===== src/design/desaturation_event_counter_top_macros.svh =====
// Assertion macros used by the desaturation event counter top level.
`ifndef DESATURATION_EVENT_COUNTER_TOP_MACROS_SVH
`define DESATURATION_EVENT_COUNTER_TOP_MACROS_SVH

// Same-cycle implication, checked at every rising clock edge outside reset.
`define DEC_ASSERT_IMP(lbl, clk, rst, ante, cons, msg) \
   lbl: assert property (@(posedge clk) disable iff (rst) (ante) |-> (cons)) \
      else $error(msg);

// Next-cycle implication, checked at every rising clock edge outside reset.
`define DEC_ASSERT_NEXT(lbl, clk, rst, ante, cons, msg) \
   lbl: assert property (@(posedge clk) disable iff (rst) (ante) |=> (cons)) \
      else $error(msg);

`endif


===== src/design/dec_divider.sv =====
// Restoring divider, one quotient bit per cycle.
module dec_divider #(
   parameter int NUM_W = 36,
   parameter int DEN_W = 17
) (
   input  logic             clock,
   input  logic             reset,
   input  logic             start,
   input  logic [NUM_W-1:0] num,
   input  logic [DEN_W-1:0] den,
   output logic             done,
   output logic [NUM_W-1:0] quotient
);

   localparam int CNT_W = $clog2(NUM_W + 1);

   logic             busy_ff;
   logic             done_ff;
   logic [CNT_W-1:0] cnt_ff;
   logic [NUM_W-1:0] quo_ff;
   logic [DEN_W-1:0] rem_ff;
   logic [DEN_W:0]   rem_sh;
   logic             fits;

   // Shift in the next dividend bit and try the subtract
   assign rem_sh = {rem_ff, quo_ff[NUM_W-1]};
   assign fits   = rem_sh >= {1'b0, den};

   always_ff @(posedge clock) begin
      if (reset) begin
         busy_ff <= 1'b0;
         done_ff <= 1'b0;
         cnt_ff  <= '0;
      end else begin
         done_ff <= 1'b0;
         if (start) begin
            busy_ff <= 1'b1;
            cnt_ff  <= '0;
            quo_ff  <= num;
            rem_ff  <= '0;
         end else if (busy_ff) begin
            rem_ff <= fits ? DEN_W'(rem_sh - {1'b0, den}) : DEN_W'(rem_sh);
            quo_ff <= {quo_ff[NUM_W-2:0], fits};
            cnt_ff <= cnt_ff + 1'b1;
            if (cnt_ff == CNT_W'(NUM_W - 1)) begin
               busy_ff <= 1'b0;
               done_ff <= 1'b1;
            end
         end
      end
   end

   assign done     = done_ff;
   assign quotient = quo_ff;

endmodule


===== config.mk =====
export PLATFORM = sky130hd
export DESIGN_NAME = dec_divider
export DESIGN_NICKNAME = d
export VERILOG_FILES = /design/src/design/desaturation_event_counter_top_macros.svh /design/src/design/dec_divider.sv
export SDC_FILE = /design/constraint.sdc
export NUM_CORES = 1
export LEC_CHECK = 0
export BUFFER_PORTS_ARGS = -buffer_cell sky130_fd_sc_hd__buf_2
export CAP_MARGIN = 0
export CORE_UTILIZATION = 53
export CTS_CLUSTER_DIAMETER = 80
export DETAILED_ROUTE_END_ITERATION = 8
export GPL_TIMING_DRIVEN = 0
export PLACE_DENSITY = 0.86
export REMOVE_ABC_BUFFERS = 1
export SYNTH_ARGS = -nofsm -noshare
export SYNTH_HDL_FRONTEND = slang
export SYNTH_SLANG_ARGS = --single-unit

===== constraint.sdc =====
create_clock -name clock -period 4.6 [get_ports clock]
set_clock_uncertainty 0.2 [all_clocks]
set_input_delay 0.46 -clock clock [delete_from_list [all_inputs] [get_ports clock]]
set_output_delay 0.46 -clock clock [all_outputs]
set_load 0.02 [all_outputs]

==> impl_metrics.tcl <==
set metrics [dict create \
    grt_max_degree 58 \
    fillers 502 \
    syn2layout_area_growth_pct 19.9 \
    h-tree-depth 3 \
    first_pass_iters 6 \
    die_x_microns 84.1 \
    rsz0062_at_grt "no" \
    hp-class "in2reg" \
    finalCriticalPeriod_ps 3480 \
    dieArea_sq_um 7070 \
    gp_congestion 0.939 \
    post_synth.cell_area_avg_sq_um 11.7 \
    tightest_slew_ps 1190 \
    seq_area_frac_synth_pct 49.1 \
    netlist_top_cells_area "edfxtp_1, mux2_2, ha_1" \
    synthArstFlopShare_pct 0 \
    netlist_top_cells_count "edfxtp_1, mux2_2, nor2_1" \
    period_share_pct 75.6 \
    final_cells 478 \
    antenna_cells 0 \
    placed_area_sq_um 4080 \
    crit_type "reg2reg" \
    fin_nets 471 \
    cts_buffers 9 \
    fp.coreArea_sq_um 6420 \
    grt_overflow_total 0 \
    synth_top_area_cell "edfxtp_1" \
    drv_slew 0 \
    cp.arrival_ps 3310 \
    postSynthCellCount 306 \
    drt_iter0_drc 121 \
    ctsResizeCount 0 \
    p_per_area_nw_per_um2 364 \
    numPortBuffers 92 \
    initial_core_util_pct 55.6 \
    synth_top_cell_area_share_pct 44.6 \
    crit_chain "inv_1 -> ha_1 -> inv_1 -> fa_1 -> a21o_1 -> a221oi_4 -> a211oi_1 -> a211o_1 -> or2b_1 -> o22ai_1" \
    cts_tree "built" \
    hold_viol_final 0 \
    final_core_util_pct 66.6 \
    wirelength_microns 7180 \
    yosys.cell_count.top_type "edfxtp_1" \
    final_area_sq_um 4280 \
    wl_per_cell_microns 15.0 \
    drive_gt1_share_pct 37.2 \
    dp_hpwl_microns 4860 \
    relSlewSlack_pct 20.9 \
    holdBufCountCts 0 \
    cp_slowest_stage_delay_ps 680 \
    root_buffer "clkbuf_8" \
    critPathCaptureType "register" \
    antenna_found_initial 0 \
    dieHeight_microns 84.1 \
    synth_warnings 0 \
    cp.required_ps 4440 \
    grt_first_pass_wirelength_microns 12000 \
    ys_types 51 \
    slowest_stage "a211o_1" \
    grt_usage_pct 21.5 \
    ioPinCount 93 \
    ys_seq_elements 61 \
    grt_pass1_vias 2700 \
    violations "design-rule violations" \
    fmaxAchievable_mhz 288 \
    start_kind "register" \
    syn_area_sq_um 3570 \
    synth_edf_count 53 \
    numClockSinks 61 \
    postRouteAntennaNets 0 \
    status "complete, but fails checks" \
    vias 2663 \
    synth_flop_cell "edfxtp_1" \
    clockBufferDepth 2 \
    drv_cap 0 \
    dp.cells 462 \
    setup_viol 0 \
    rows 29 \
    via_per_inst 5.57 \
    cts_setup_buffers 0 \
    clock_latency_ps 330 \
    ir_drop_mv 0.232 \
    p_leak_nw 1.82 \
    final.setup.tns_ps 0 \
    cpMostUsedCell "inv_1" \
    worst_hold_slack_ps 225 \
    crit_fanout 29 \
    path_clk_slew_ps 70 \
    drc 10 \
]
sequential cells by signal, indices dropped and copies added (netlist names):
register  count
busy_ff       1
cnt_ff        6
done          1
quotient     36
rem_ff       17
where the power goes:
group          switching, W  total, W  internal (W)
combinational      0.000209  0.000375      0.000166
sequential        0.0000197  0.000675      0.000655
clock              0.000209  0.000508      0.000300
total              0.000437   0.00156       0.00112
critical path: cells and delay by family, from the launching register on:
kind | cells | cell delay [ps]
AO/OA/AOI/OAI | 5 | 1520
adder cells (fa/ha/maj) | 2 | 570
buffers and inverters | 2 | 140
flip-flops | 1 | 410
AND/OR/NAND/NOR | 1 | 330
logic make-up (layout without fill, tap and decap cells):
family                   after synthesis  after routing  share of synthesized area (%)
multiplexers                          43             43                           13.3
XOR/XNOR                              17             17                           4.17
adder cells (fa/ha/maj)               19             19                           6.87
AND/OR/NAND/NOR                       67             67                           9.36
flip-flops                            61             61                           49.1
AO/OA/AOI/OAI                         62             62                           12.5
buffers and inverters                 37            132                           4.66
layer usage:
| metal | part of all wire (%) | GRT usage (%) |
|---|---|---|
| met4 | 1.8 | 7.37 |
| met2 | 50 | 37.7 |
| met5 | 0 | 0 |
| met3 | 5.0 | 5.14 |
| met1 | 43 | 25.7 |
cell usage in the layout, fill, tap and decap left out, drive strengths merged, types with 8 or more instances in the layout:
| master | n |
|---|---|
| xor2 | 8 |
| a211oi | 10 |
| nor2 | 27 |
| dfxtp | 8 |
| edfxtp | 53 |
| xnor2 | 9 |
| ha | 18 |
| inv | 23 |
| a21oi | 15 |
| clkbuf | 10 |
| mux2 | 37 |
| nand2 | 8 |
| buf | 93 |
| o21ai | 8 |
final cells by class:
type,count,area (sq um),share of cell area (%)
flip-flops and latches,61,1750,40.9
multi-input cells,208,1660,38.8
repair buffers,93,480,11.2
clock buffers,10,128,2.98
well taps,77,96.3,2.25
inverters,23,86.3,2.02
clock inverters,6,77.6,1.81
metrics by stage:
stage,worst slack [ps],power [W]
finish,1120,0.00156
global route,964,0.00163
CTS,1100,0.00157
detailed placement,1030,0.00106
global placement,-779,0.00104
floorplan,1180,0.000953
path summary, 6_finish.rpt:
kind                  end  slack [ps]  cells past startpoint         start
max reg2reg     rem_ff[8]        1120                     10  quotient[35]
min reg2reg     cnt_ff[5]         310                      2     cnt_ff[5]
max             rem_ff[8]        1120                     10  quotient[35]
min          quotient[21]         230                      2       num[21]
Power figures use the tool's default switching activity.
