## config.mk

```make
export PLATFORM = sky130hd
export DESIGN_NAME = dec_cell
export DESIGN_NICKNAME = d
export VERILOG_FILES = /design/src/design/desaturation_event_counter_top_macros.svh /design/src/design/dec_pkg.sv /design/src/design/dec_cell.sv
export SDC_FILE = /design/constraint.sdc
export NUM_CORES = 1
export LEC_CHECK = 0
export BUFFER_PORTS_ARGS = -buffer_cell sky130_fd_sc_hd__buf_2
export CAP_MARGIN = 40
export CORE_ASPECT_RATIO = 1.4
export CORE_MARGIN = 8
export CORE_UTILIZATION = 25
export CTS_CLUSTER_SIZE = 16
export DETAILED_ROUTE_END_ITERATION = 6
export PLACE_DENSITY_LB_ADDON = 0.15
export SLEW_MARGIN = 30
export SYNTH_ARGS = -nofsm -noshare
export SYNTH_HDL_FRONTEND = slang
export SYNTH_SLANG_ARGS = --single-unit
```

## constraint.sdc

```tcl
create_clock -name clock -period 2.3 [get_ports clock]
set_clock_uncertainty 0.05 [all_clocks]
set_input_delay 0.575 -clock clock [delete_from_list [all_inputs] [get_ports clock]]
set_output_delay 0.575 -clock clock [all_outputs]
set_load 0.03 [all_outputs]
```

## src/design/desaturation_event_counter_top_macros.svh

```systemverilog
// Assertion macros used by the desaturation event counter top level.
`ifndef DESATURATION_EVENT_COUNTER_TOP_MACROS_SVH
`define DESATURATION_EVENT_COUNTER_TOP_MACROS_SVH

// Same-cycle implication, checked at every rising clock edge outside reset.
`define DEC_ASSERT_IMP(lbl, clk, rst, ante, cons, msg) \
   lbl: assert property (@(posedge clk) disable iff (rst) (ante) |-> (cons)) \
      else $error(msg);

// Next-cycle implication, checked at every rising clock edge outside reset.
`define DEC_ASSERT_NEXT(lbl, clk, rst, ante, cons, msg) \
   lbl: assert property (@(posedge clk) disable iff (rst) (ante) |=> (cons)) \
      else $error(msg);

`endif

```

## src/design/dec_pkg.sv

```systemverilog
// Shared types and constants of the desaturation event counter.
package dec_pkg;

   // Default sizes.
   localparam int WINDOW_MAX_DEF  = 128;
   localparam int MAX_SAMPLES_DEF = 65536;

   // Field widths.
   localparam int SAMPLE_W = 10;
   localparam int EVENT_W  = 17;
   localparam int RATE_W   = 19;
   localparam int RUN_W    = 8;
   localparam int PCT_W    = 7;
   localparam int CSR_W    = 8;
   localparam int CSR_A_W  = 2;

   // Register indexes.
   localparam logic [CSR_A_W-1:0] CSR_WINDOW_LENGTH = 2'd0;
   localparam logic [CSR_A_W-1:0] CSR_TOP_PERCENT   = 2'd1;
   localparam logic [CSR_A_W-1:0] CSR_DROP_PERCENT  = 2'd2;
   localparam logic [CSR_A_W-1:0] CSR_MIN_RUN       = 2'd3;

   // Reset values of the registers.
   localparam logic [CSR_W-1:0] WINDOW_LENGTH_RST = 8'd60;
   localparam logic [PCT_W-1:0] TOP_PERCENT_RST   = 7'd50;
   localparam logic [PCT_W-1:0] DROP_PERCENT_RST  = 7'd3;
   localparam logic [CSR_W-1:0] MIN_RUN_RST       = 8'd3;

   // Arithmetic constants.
   localparam int PCT          = 100;
   localparam int RATE_SCALE   = 360000;   // 3600 s/h times 100 for hundredths
   localparam int RATE_SCALE_W = 19;
   localparam int RECIP_W      = 16;
   localparam int RECIP_SHIFT  = 22;
   // ceil(2^22 / 100): exact floor(v/100) for v below 2^15
   localparam logic [RECIP_W-1:0] RECIP_100 = 16'd41944;

   localparam logic [EVENT_W-1:0] EVENT_CAP = '1;
   localparam logic [RATE_W-1:0]  RATE_CAP  = '1;
   localparam logic [RUN_W-1:0]   RUN_CAP   = '1;

   // Commands broadcast to every window cell.
   typedef struct packed {
      logic push;        // shift the window by one sample
      logic rank_init;   // copy own sample into the ring, clear rank
      logic rank_step;   // rotate the ring, count larger samples
      logic sum_load;    // load own contribution to the top sum
      logic sum_shift;   // pass contributions toward cell 0
   } cell_ctrl_type;

endpackage

```

## src/design/dec_cell.sv

```systemverilog
// One window cell: holds a sample, ranks it against the ring, feeds the top sum.
module dec_cell #(
   parameter int IDX   = 0,
   parameter int W_W   = 8,
   parameter int IDX_W = 7
) (
   input  logic                          clock,
   input  dec_pkg::cell_ctrl_type        ctrl,
   input  logic [W_W-1:0]                step,
   input  logic [W_W-1:0]                w_eff,
   input  logic [W_W-1:0]                k,
   input  logic [dec_pkg::SAMPLE_W-1:0]  sample_in,
   input  logic [dec_pkg::SAMPLE_W-1:0]  circ_in,
   input  logic [dec_pkg::SAMPLE_W-1:0]  contrib_in,
   output logic [dec_pkg::SAMPLE_W-1:0]  sample_out,
   output logic [dec_pkg::SAMPLE_W-1:0]  circ_out,
   output logic [dec_pkg::SAMPLE_W-1:0]  contrib_out
);

   logic [dec_pkg::SAMPLE_W-1:0] sample_ff;
   logic [dec_pkg::SAMPLE_W-1:0] circ_ff;
   logic [dec_pkg::SAMPLE_W-1:0] contrib_ff;
   logic [IDX_W-1:0]             rank_ff;
   logic                         beats;
   logic                         keep;

   // Incoming sample outranks ours if larger, or equal and from a lower cell
   assign beats = (circ_in > sample_ff) ||
                  ((circ_in == sample_ff) && (step <= W_W'(IDX)));

   // Keep own sample if inside the window and among the k largest
   assign keep = (W_W'(IDX) < w_eff) && (W_W'(rank_ff) < k);

   // Window, ring and sum registers
   always_ff @(posedge clock) begin
      if (ctrl.push) begin
         sample_ff <= sample_in;
      end
      if (ctrl.rank_init) begin
         circ_ff <= sample_ff;
         rank_ff <= '0;
      end else if (ctrl.rank_step) begin
         circ_ff <= circ_in;
         if (beats) begin
            rank_ff <= rank_ff + 1'b1;
         end
      end
      if (ctrl.sum_load) begin
         contrib_ff <= keep ? sample_ff : '0;
      end else if (ctrl.sum_shift) begin
         contrib_ff <= contrib_in;
      end
   end

   assign sample_out  = sample_ff;
   assign circ_out    = circ_ff;
   assign contrib_out = contrib_ff;

endmodule

```

==> results.json, run 1 <==
{
  "ios": 90,
  "final_hold_viol_count": 0,
  "hpwlAfterDp_um": 4300,
  "setup_ws_ns": 0.189,
  "cts_tree": "done",
  "cap_violations": 0,
  "clockBufferDepth": 2,
  "area_growth_pct": 37.5,
  "die_y_um": 120,
  "synth.top_cell.area_share": 0.468,
  "synth_area_um2": 1920,
  "grt_overflow": 0,
  "syn_area_per_cell_um2": 12.0,
  "powerDensity_nw_per_um2": 651,
  "cp.arrival_ns": 2.28,
  "cts_setup_buffers": 0,
  "multiInputGateArea_um2": 800,
  "num-nets-final": 337,
  "seq_area_um2": 1040,
  "clk_latency_ns": 0.28,
  "final_cell_area_um2": 2650,
  "synth_ff_type": "edfxtp_1",
  "path_max_fanout": 11,
  "max_freq_mhz": 474,
  "ctsHoldBuffers": 0,
  "filler_cell_count": 825,
  "synth-edff-count": 30,
  "wl_per_cell_um": 14.6,
  "finalSetupViolations": 0,
  "hold_path_class": "in2reg",
  "tns_ns": 0,
  "worstPathRequired_ns": 2.47,
  "drtIter0Drc": 32,
  "rsz0062_at_grt": "no",
  "critPathKind": "reg2reg",
  "clkTransAtPathRegs_ns": 0.07,
  "yosys-top-cells-count": "30 x edfxtp_1, 18 x inv_1, 17 x ha_1",
  "vias": 1594,
  "tightest_slew_ns": 0.445,
  "grt_max_degree": 21,
  "grt_pass1_wl_um": 8790,
  "cts_buffers": 5,
  "reg2reg_slack_ns": 0.19,
  "cts_root_buffer": "clkbuf_8",
  "cts_resized": 0,
  "place_ws_ns": -0.0673,
  "synth-seq-cells": 37,
  "drtAntennaViolNets": 0,
  "die_area_um2": 10800,
  "antenna_cells": 0,
  "detailed_place.area_um2": 2540,
  "die_w_um": 90.2,
  "grt_pass1_vias": 1771,
  "drv_slew": 0,
  "yosysSeqAreaShare": 0.541,
  "layout-drive-gt1-share": 0.444,
  "synth_warnings": 0,
  "rows": 38,
  "ys_types": 31,
  "timing.final.crit_share": 0.918,
  "h-tree-depth": 2,
  "core-area_um2": 7610,
  "status": "finished clean",
  "place_congestion": 0.779,
  "asyncSetResetFlopFracSynth": 0,
  "start_util": 0.253,
  "final_util": 0.348,
  "relSlewSlack": 0.703,
  "netlist_instances": 161,
  "p_leak_uw": 0.00123,
  "io_buffers": 89,
  "finalCriticalPeriod_ns": 2.11,
  "cts.sinks": 37,
  "antenna_found_initial": 0,
  "drt_pre_antenna_iters": 4,
  "setup.worst_path.start_class": "flop",
  "yosys.area.top_type": "edfxtp_1",
  "wirelength_um": 5280,
  "irDropWorstVdd_mv": 0.385,
  "syn_nets": 238,
  "endpoint_kind": "flop",
  "finalPower_uw": 1720,
  "yosysMostFrequentCell": "edfxtp_1",
  "vias_per_cell": 4.42,
  "grt_util_all_layers": 0.100,
  "synth_area_leaders": "edfxtp_1 47%, ha_1 11%, dfxtp_1 7.3%, mux2_2 5.3%, a22o_1 4.6%",
  "drc": 0
}
[worst paths after layout]
path | from | to | cells after the start
worst max-delay path | sample_out[9] | rank_ff[0] | 9
worst min-delay path | sample_in[6] | sample_out[6] | 1
worst max register to register | sample_out[9] | rank_ff[0] | 9
worst min register to register | rank_ff[6] | rank_ff[6] | 2
[critical path: stages, from the launching register on]
cell and delay, ns:
edfxtp_1 0.40, inv_1 0.06, ha_1 0.31, nand2_1 0.05, o21ai_0 0.23, buf_4 0.16, a221oi_2 0.03, buf_4 0.17
or3_2 0.45, a21oi_1 0.14
[per-stage QoR]
step,cells,hold slack [ns]
after floorplan,161,0.412
final,361,0.414
after detailed placement,353,0.448
after CTS,361,0.400
after global routing,361,0.402
after global placement,353,0.444
[layer usage]
layer  vias up  wire [um]  track usage
met5         -          0            0
met4         0         97       0.0397
met3         7        372       0.0356
met2        64       2540        0.169
met1       720       2260        0.113
li1        803          -            -
[cell usage in the layout, fill, tap and decap left out, drive strengths merged, types with 2 or more instances in the layout]
master and n:
or3 6, ha 17, clkinv 2, a21oi 11
nand2b 3, nor4 2, o21ai 11, or4 2
buf 95, or2 2, dfxtp 7, a22o 10
edfxtp 30, inv 18, nand4 4, mux2 9
a21o 3, clkbuf 6, nor2 5, nand2 8
[flip-flops by register name (all words and copies together), names as in the netlist]
name and cells:
contrib_out 10, circ_out 10, rank_ff 7, sample_out 10
[power by group]
group	switching, uW	internal (uW)	leakage, uW
registers	24.4	786	0.000360
logic	224	146	0.000818
clock network	224	320	0.0000528
[cell families (layout without fill, tap and decap cells)]
family	after synthesis	count (layout)	share of synthesized area
buf+inv	22	122	0.0436
flops	37	37	0.541
mux	9	9	0.0527
compound gates	40	40	0.148
fa+ha+maj	17	17	0.111
simple gates	36	36	0.105
[cell type report]
class / count / area share
Inverter: 19 / 0.0270
Clock buffer: 6 / 0.0274
Tap cell: 100 / 0.0473
Sequential cell: 37 / 0.393
Multi-Input combinational cell: 102 / 0.302
Clock inverter: 2 / 0.0128
Timing Repair Buffer: 95 / 0.190
Note: power is estimated with default switching activity, not from simulation.
==> run 2, diff against run 1 <==
--- a/config.mk
+++ b/config.mk
@@ -5,7 +5,7 @@
 export SDC_FILE = /design/constraint.sdc
 export NUM_CORES = 1
 export LEC_CHECK = 0
-export BUFFER_PORTS_ARGS = -buffer_cell sky130_fd_sc_hd__buf_2
+export BUFFER_PORTS_ARGS = -buffer_cell sky130_fd_sc_hd__clkbuf_2
 export CAP_MARGIN = 40
 export CORE_ASPECT_RATIO = 1.4
 export CORE_MARGIN = 8
==> constraint.sdc (replaced) <==
create_clock -name clock -period 1.9 [get_ports clock]
set_clock_uncertainty 0.05 [all_clocks]
set_input_delay 0.475 -clock clock [delete_from_list [all_inputs] [get_ports clock]]
set_output_delay 0.475 -clock clock [all_outputs]
set_load 0.03 [all_outputs]
==> run 2 against run 1 <==
Against the previous run: die area stayed put; core utilization up 2.5 points; register-to-register slack lost 0.19 ns; cell count up 4.4%; critical endpoint is now rank_ff[2]; largest cell class unchanged; largest power group unchanged; highest routed layer unchanged.
==> results.json, run 2 (synthesis gave the netlist of run 1 again) <==
{
  "wl_met3_um": 281,
  "endpoint_kind": "flop",
  "relSlewSlack": 0.741,
  "rsz0062_at_grt": "yes",
  "pwr-share-clk": 0.262,
  "status": "finished clean",
  "rows": 38,
  "p_int_uw": 1430,
  "cts.sinks": 37,
  "filler_cell_count": 809,
  "timing.final.crit_share": 0.999,
  "wirelength_um": 5310,
  "worstReg2RegStart": "sample_out[0]",
  "grt_pass1_vias": 1795,
  "grt_overflow": 0,
  "clk_latency_ns": 0.28,
  "drc": 0,
  "antenna_found_initial": 0,
  "core-area_um2": 7610,
  "cts_buffers": 5,
  "met2_length_um": 2610,
  "setup.worst_path.start_class": "flop",
  "most-common-layout-cells": "89 x clkbuf_2, 30 x edfxtp_1, 20 x buf_4, 14 x inv_1, 13 x ha_1",
  "io_buffers": 89,
  "vias": 1634,
  "detailed_place.area_um2": 2670,
  "grt_util_all_layers": 0.0969,
  "finalCriticalPeriod_ns": 1.90,
  "worstRegToRegCells": 7,
  "hold_path_class": "in2reg",
  "drv_slew": 0,
  "grt_max_degree": 14,
  "cts_root_buffer": "clkbuf_8",
  "reg2reg_slack_ns": 0.002,
  "m1WireLength_um": 2350,
  "powerDensity_nw_per_um2": 714,
  "die_area_um2": 10800,
  "reg2reg_to": "rank_ff[2]",
  "clockBufferDepth": 2,
  "path_max_fanout": 9,
  "drt_pre_antenna_iters": 4,
  "clkTransAtPathRegs_ns": 0.07,
  "drtAntennaViolNets": 0,
  "die_y_um": 120,
  "hold_start": "sample_in[2]",
  "layout_commonest_cell": "clkbuf_2",
  "num-nets-final": 353,
  "dr.max_layer_used": "met4",
  "layout-drive-gt1-share": 0.527,
  "finalSetupViolations": 0,
  "p_comb_frac": 0.257,
  "grt_pass1_wl_um": 8450,
  "die_w_um": 90.2,
  "irDropWorstVdd_mv": 0.241,
  "area_growth_pct": 47.5,
  "place_congestion": 0.717,
  "antenna_cells": 0,
  "final_hold_viol_count": 0,
  "cp.arrival_ns": 2.07,
  "ios": 90,
  "cts_tree": "done",
  "max_freq_mhz": 527,
  "p_sw_uw": 599,
  "final_cell_area_um2": 2840,
  "h-tree-depth": 2,
  "drtIter0Drc": 51,
  "start_util": 0.253,
  "swShare": 0.295,
  "min_to": "sample_out[2]",
  "p_seq_frac": 0.481,
  "wl_per_cell_um": 14.1,
  "critPathKind": "reg2reg",
  "worstPathRequired_ns": 2.07,
  "hold_depth": 1,
  "vias_per_cell": 4.33,
  "tns_ns": 0,
  "p_leak_uw": 0.00132,
  "hpwlAfterDp_um": 4390,
  "cap_violations": 0,
  "tightest_slew_ns": 0.385
}
run 2: changes by cell type in the layout (fill, tap and decap cells not counted), sizes merged:
cell	delta
bufinv	-1
clkbuf	+89
buf	-73
clkinv	+1
run 2: final cells by class:
type,instances,area (um2),share of cell area
Clock buffer,6,72.6,0.0256
Clock inverter,2,10.0,0.00353
Inverter,19,73.8,0.0260
Multi-Input combinational cell,102,881,0.310
Sequential cell,37,1040,0.367
Tap cell,100,125,0.0441
Timing Repair Buffer,111,636,0.224
run 2: critical path, stage by stage, from the launching register on:
cell      delay (ns)
edfxtp_1        0.39
ha_1            0.30
nand2b_1        0.14
a21o_1          0.19
a221oi_4        0.37
buf_12          0.16
o21ai_0         0.10
a21oi_2         0.14
run 2: worst max path at each step:
stage | start | to | slack (ns) | depth (start not counted)
after floorplan | sample_out[0] | rank_ff[5] | -0.13 | 7
after global placement | circ_in[9] | rank_ff[0] | -0.25 | 9
after detailed placement | circ_in[8] | rank_ff[0] | -0.28 | 8
after CTS | sample_out[7] | rank_ff[5] | -0.02 | 8
after global routing | sample_out[6] | rank_ff[4] | -0.15 | 8
final | sample_out[0] | rank_ff[2] | 0.002 | 7
run 2: repair_timing:
action,in CTS,in global routing
buffers inserted,1,1
hold buffers,0,0
endpoints found under the setup margin,4,7
pin swaps,11,9
resized for setup,11,5
run 2: metal layers:
| metal | GRT usage | up-vias |
|---|---|---|
| met5 | 0 | - |
| met4 | 0.0345 | 0 |
| met3 | 0.0294 | 7 |
| met2 | 0.173 | 56 |
| met1 | 0.106 | 734 |
| li1 | - | 837 |
run 2: power by group through the flow:
stage	clock network, uW	registers, uW	logic (uW)
floorplan	0	1120	140
global placement	0	992	491
detailed placement	0	993	493
CTS	557	975	527
global route	591	982	569
finish	531	975	521
run 2: through the flow:
step | cells | utilization | setup slack, ns | total power [uW] | hold WS, ns
after floorplan | 161 | - | -0.130 | 1260 | 0.416
after global placement | 368 | 0.351 | -0.255 | 1480 | 0.445
after detailed placement | 368 | 0.351 | -0.280 | 1490 | 0.447
after CTS | 376 | 0.371 | -0.0237 | 2060 | 0.303
after global routing | 377 | 0.373 | -0.146 | 2140 | 0.301
final | 377 | 0.373 | 0.00188 | 2030 | 0.313
==> run 3, diff against run 2 <==
--- a/config.mk
+++ b/config.mk
@@ -7,9 +7,9 @@
 export LEC_CHECK = 0
 export BUFFER_PORTS_ARGS = -buffer_cell sky130_fd_sc_hd__clkbuf_2
 export CAP_MARGIN = 40
-export CORE_ASPECT_RATIO = 1.4
+export CORE_ASPECT_RATIO = 0.5
 export CORE_MARGIN = 8
-export CORE_UTILIZATION = 25
+export CORE_UTILIZATION = 42
 export CTS_CLUSTER_SIZE = 16
 export DETAILED_ROUTE_END_ITERATION = 6
 export PLACE_DENSITY_LB_ADDON = 0.15
==> run 3 against run 2 <==
Against the previous run: the flow now finishes with violations (setup timing); cell count shrank 12%; final area decreased by 1.1%; die area is 34% lower; sequential power barely moved.
==> results.json, run 3 (synthesis gave the netlist of run 1 again) <==
{
  "start_util": 0.437,
  "area_growth_pct": 45.9,
  "cts.sinks": 37,
  "critPathMaxStageDelay_ns": 0.49,
  "rows": 17,
  "final_cell_area_um2": 2810,
  "cap_violations": 0,
  "cts_root_buffer": "clkbuf_8",
  "final_hold_viol_count": 0,
  "relSlewSlack": 0.750,
  "irDropWorstVdd_mv": 0.300,
  "layout-drive-gt1-share": 0.529,
  "hpwlAfterDp_um": 4030,
  "drt_pre_antenna_iters": 4,
  "place_ws_ns": -0.329,
  "antenna_found_initial": 0,
  "die_area_um2": 7140,
  "ios": 90,
  "cp_top_family": "simple AND/OR/NAND/NOR gates",
  "finalCriticalPeriod_ns": 2.00,
  "timing.final.crit_share": 1.05,
  "drtAntennaViolNets": 0,
  "drc": 0,
  "drtIter0Drc": 86,
  "powerDensity_nw_per_um2": 769,
  "die_y_um": 63.9,
  "crit_chain": "inv_2 -> ha_4 -> nand4_1 -> nor2_2 -> a221oi_4 -> or3_2 -> a21oi_2",
  "path_max_fanout": 6,
  "vias_per_cell": 5.13,
  "io_buffers": 89,
  "core-area_um2": 4400,
  "detailed_place.area_um2": 2590,
  "vias": 1699,
  "grt_max_degree": 14,
  "layout_commonest_cell": "clkbuf_2",
  "cts_buffers": 5,
  "slowest_stage": "or3_2",
  "most-common-layout-cells": "89 x clkbuf_2, 30 x edfxtp_1, 17 x buf_4, 14 x inv_1, 12 x ha_1",
  "endpoint_kind": "flop",
  "setup.worst_path.start_class": "flop",
  "cts_tree": "done",
  "max_freq_mhz": 500,
  "antenna_cells": 0,
  "wl_per_cell_um": 16.1,
  "violations": "setup timing",
  "clockBufferDepth": 2,
  "finalPower_uw": 2160,
  "critPathBufInv": 1,
  "cp.arrival_ns": 2.17,
  "h-tree-depth": 2,
  "grt_pass1_wl_um": 8270,
  "wirelength_um": 5320,
  "rsz0062_at_grt": "yes",
  "grt_overflow": 0,
  "clk_latency_ns": 0.28,
  "hold_path_class": "in2reg",
  "status": "finished, violations left",
  "p_leak_uw": 0.00132,
  "finalSetupViolations": 7,
  "tightest_slew_ns": 0.372,
  "instances_no_fill": 331,
  "die_w_um": 112,
  "critPathKind": "reg2reg",
  "ctsHoldBuffers": 0,
  "placed_cells": 322,
  "grt_util_all_layers": 0.147,
  "num-nets-final": 351,
  "final_util": 0.638,
  "worstPathRequired_ns": 2.07,
  "drv_slew": 0,
  "setup_ws_ns": -0.0997,
  "clkTransAtPathRegs_ns": 0.07,
  "grt_pass1_vias": 1764,
  "place_congestion": 0.715
}
==> run 3: cell count changes in the layout (fill, tap and decap cells not counted), sizes merged <==
| cell | before | now |
|---|---|---|
| bufinv | 0 | 1 |
| clkinv | 3 | 2 |
| buf | 22 | 19 |
| a221oi | 1 | 2 |
| clkbuf | 95 | 94 |
==> run 3: metrics by stage <==
step	setup TNS [ns]	hold WS, ns
after floorplan	-0.803	0.416
after global placement	-3.10	0.449
after detailed placement	-3.07	0.445
after CTS	-0.495	0.305
after global routing	-1.15	0.301
final	-0.332	0.311
==> run 3: routing by layer <==
metal / track usage / vias up / wire length (um)
li1: - / 832 / -
met1: 0.157 / 805 / 2100
met2: 0.266 / 56 / 2720
met5: 0 / - / 0
met3: 0.0449 / 6 / 389
met4: 0.0708 / 0 / 102
==> run 3: layout make-up <==
type,count,area (um2)
timing repair buffer,108,604
tap,57,71.3
clock inverter,2,35.0
fill,360,1600
multi-input combinational,103,912
inverter,19,73.8
clock buffer,5,68.8
sequential,37,1040
==> run 3: worst paths after layout <==
kind	startpoint	to	slack, ns	depth (start not counted)
setup / recovery	sample_out[8]	rank_ff[0]	-0.1	7
hold / removal	sample_in[1]	sample_out[1]	0.31	1
setup reg to reg	sample_out[8]	rank_ff[0]	-0.1	7
hold reg to reg	rank_ff[6]	rank_ff[6]	0.45	2
==> run 3: report_power, final <==
group | switching (uW) | internal [uW]
Sequential | 25.4 | 951
Clock | 271 | 382
Combinational | 312 | 218
Total | 608 | 1550
==> run 3: timing repair <==
| item | in CTS | in global routing |
|---|---|---|
| cloned | 1 | 0 |
| endpoints found under the hold margin | 0 | 0 |
| pin swaps | 11 | 5 |
| setup endpoints to repair | 7 | 17 |
| gates resized for setup | 14 | 5 |
| buffers inserted | 1 | 1 |
==> run 3: worst register-to-register path, cell delays in order (launching register included) <==
cell and delay (ns):
edfxtp_1 0.37, inv_2 0.05, ha_4 0.26, nand4_1 0.19
nor2_2 0.27, a221oi_4 0.14, or3_2 0.49, a21oi_2 0.12
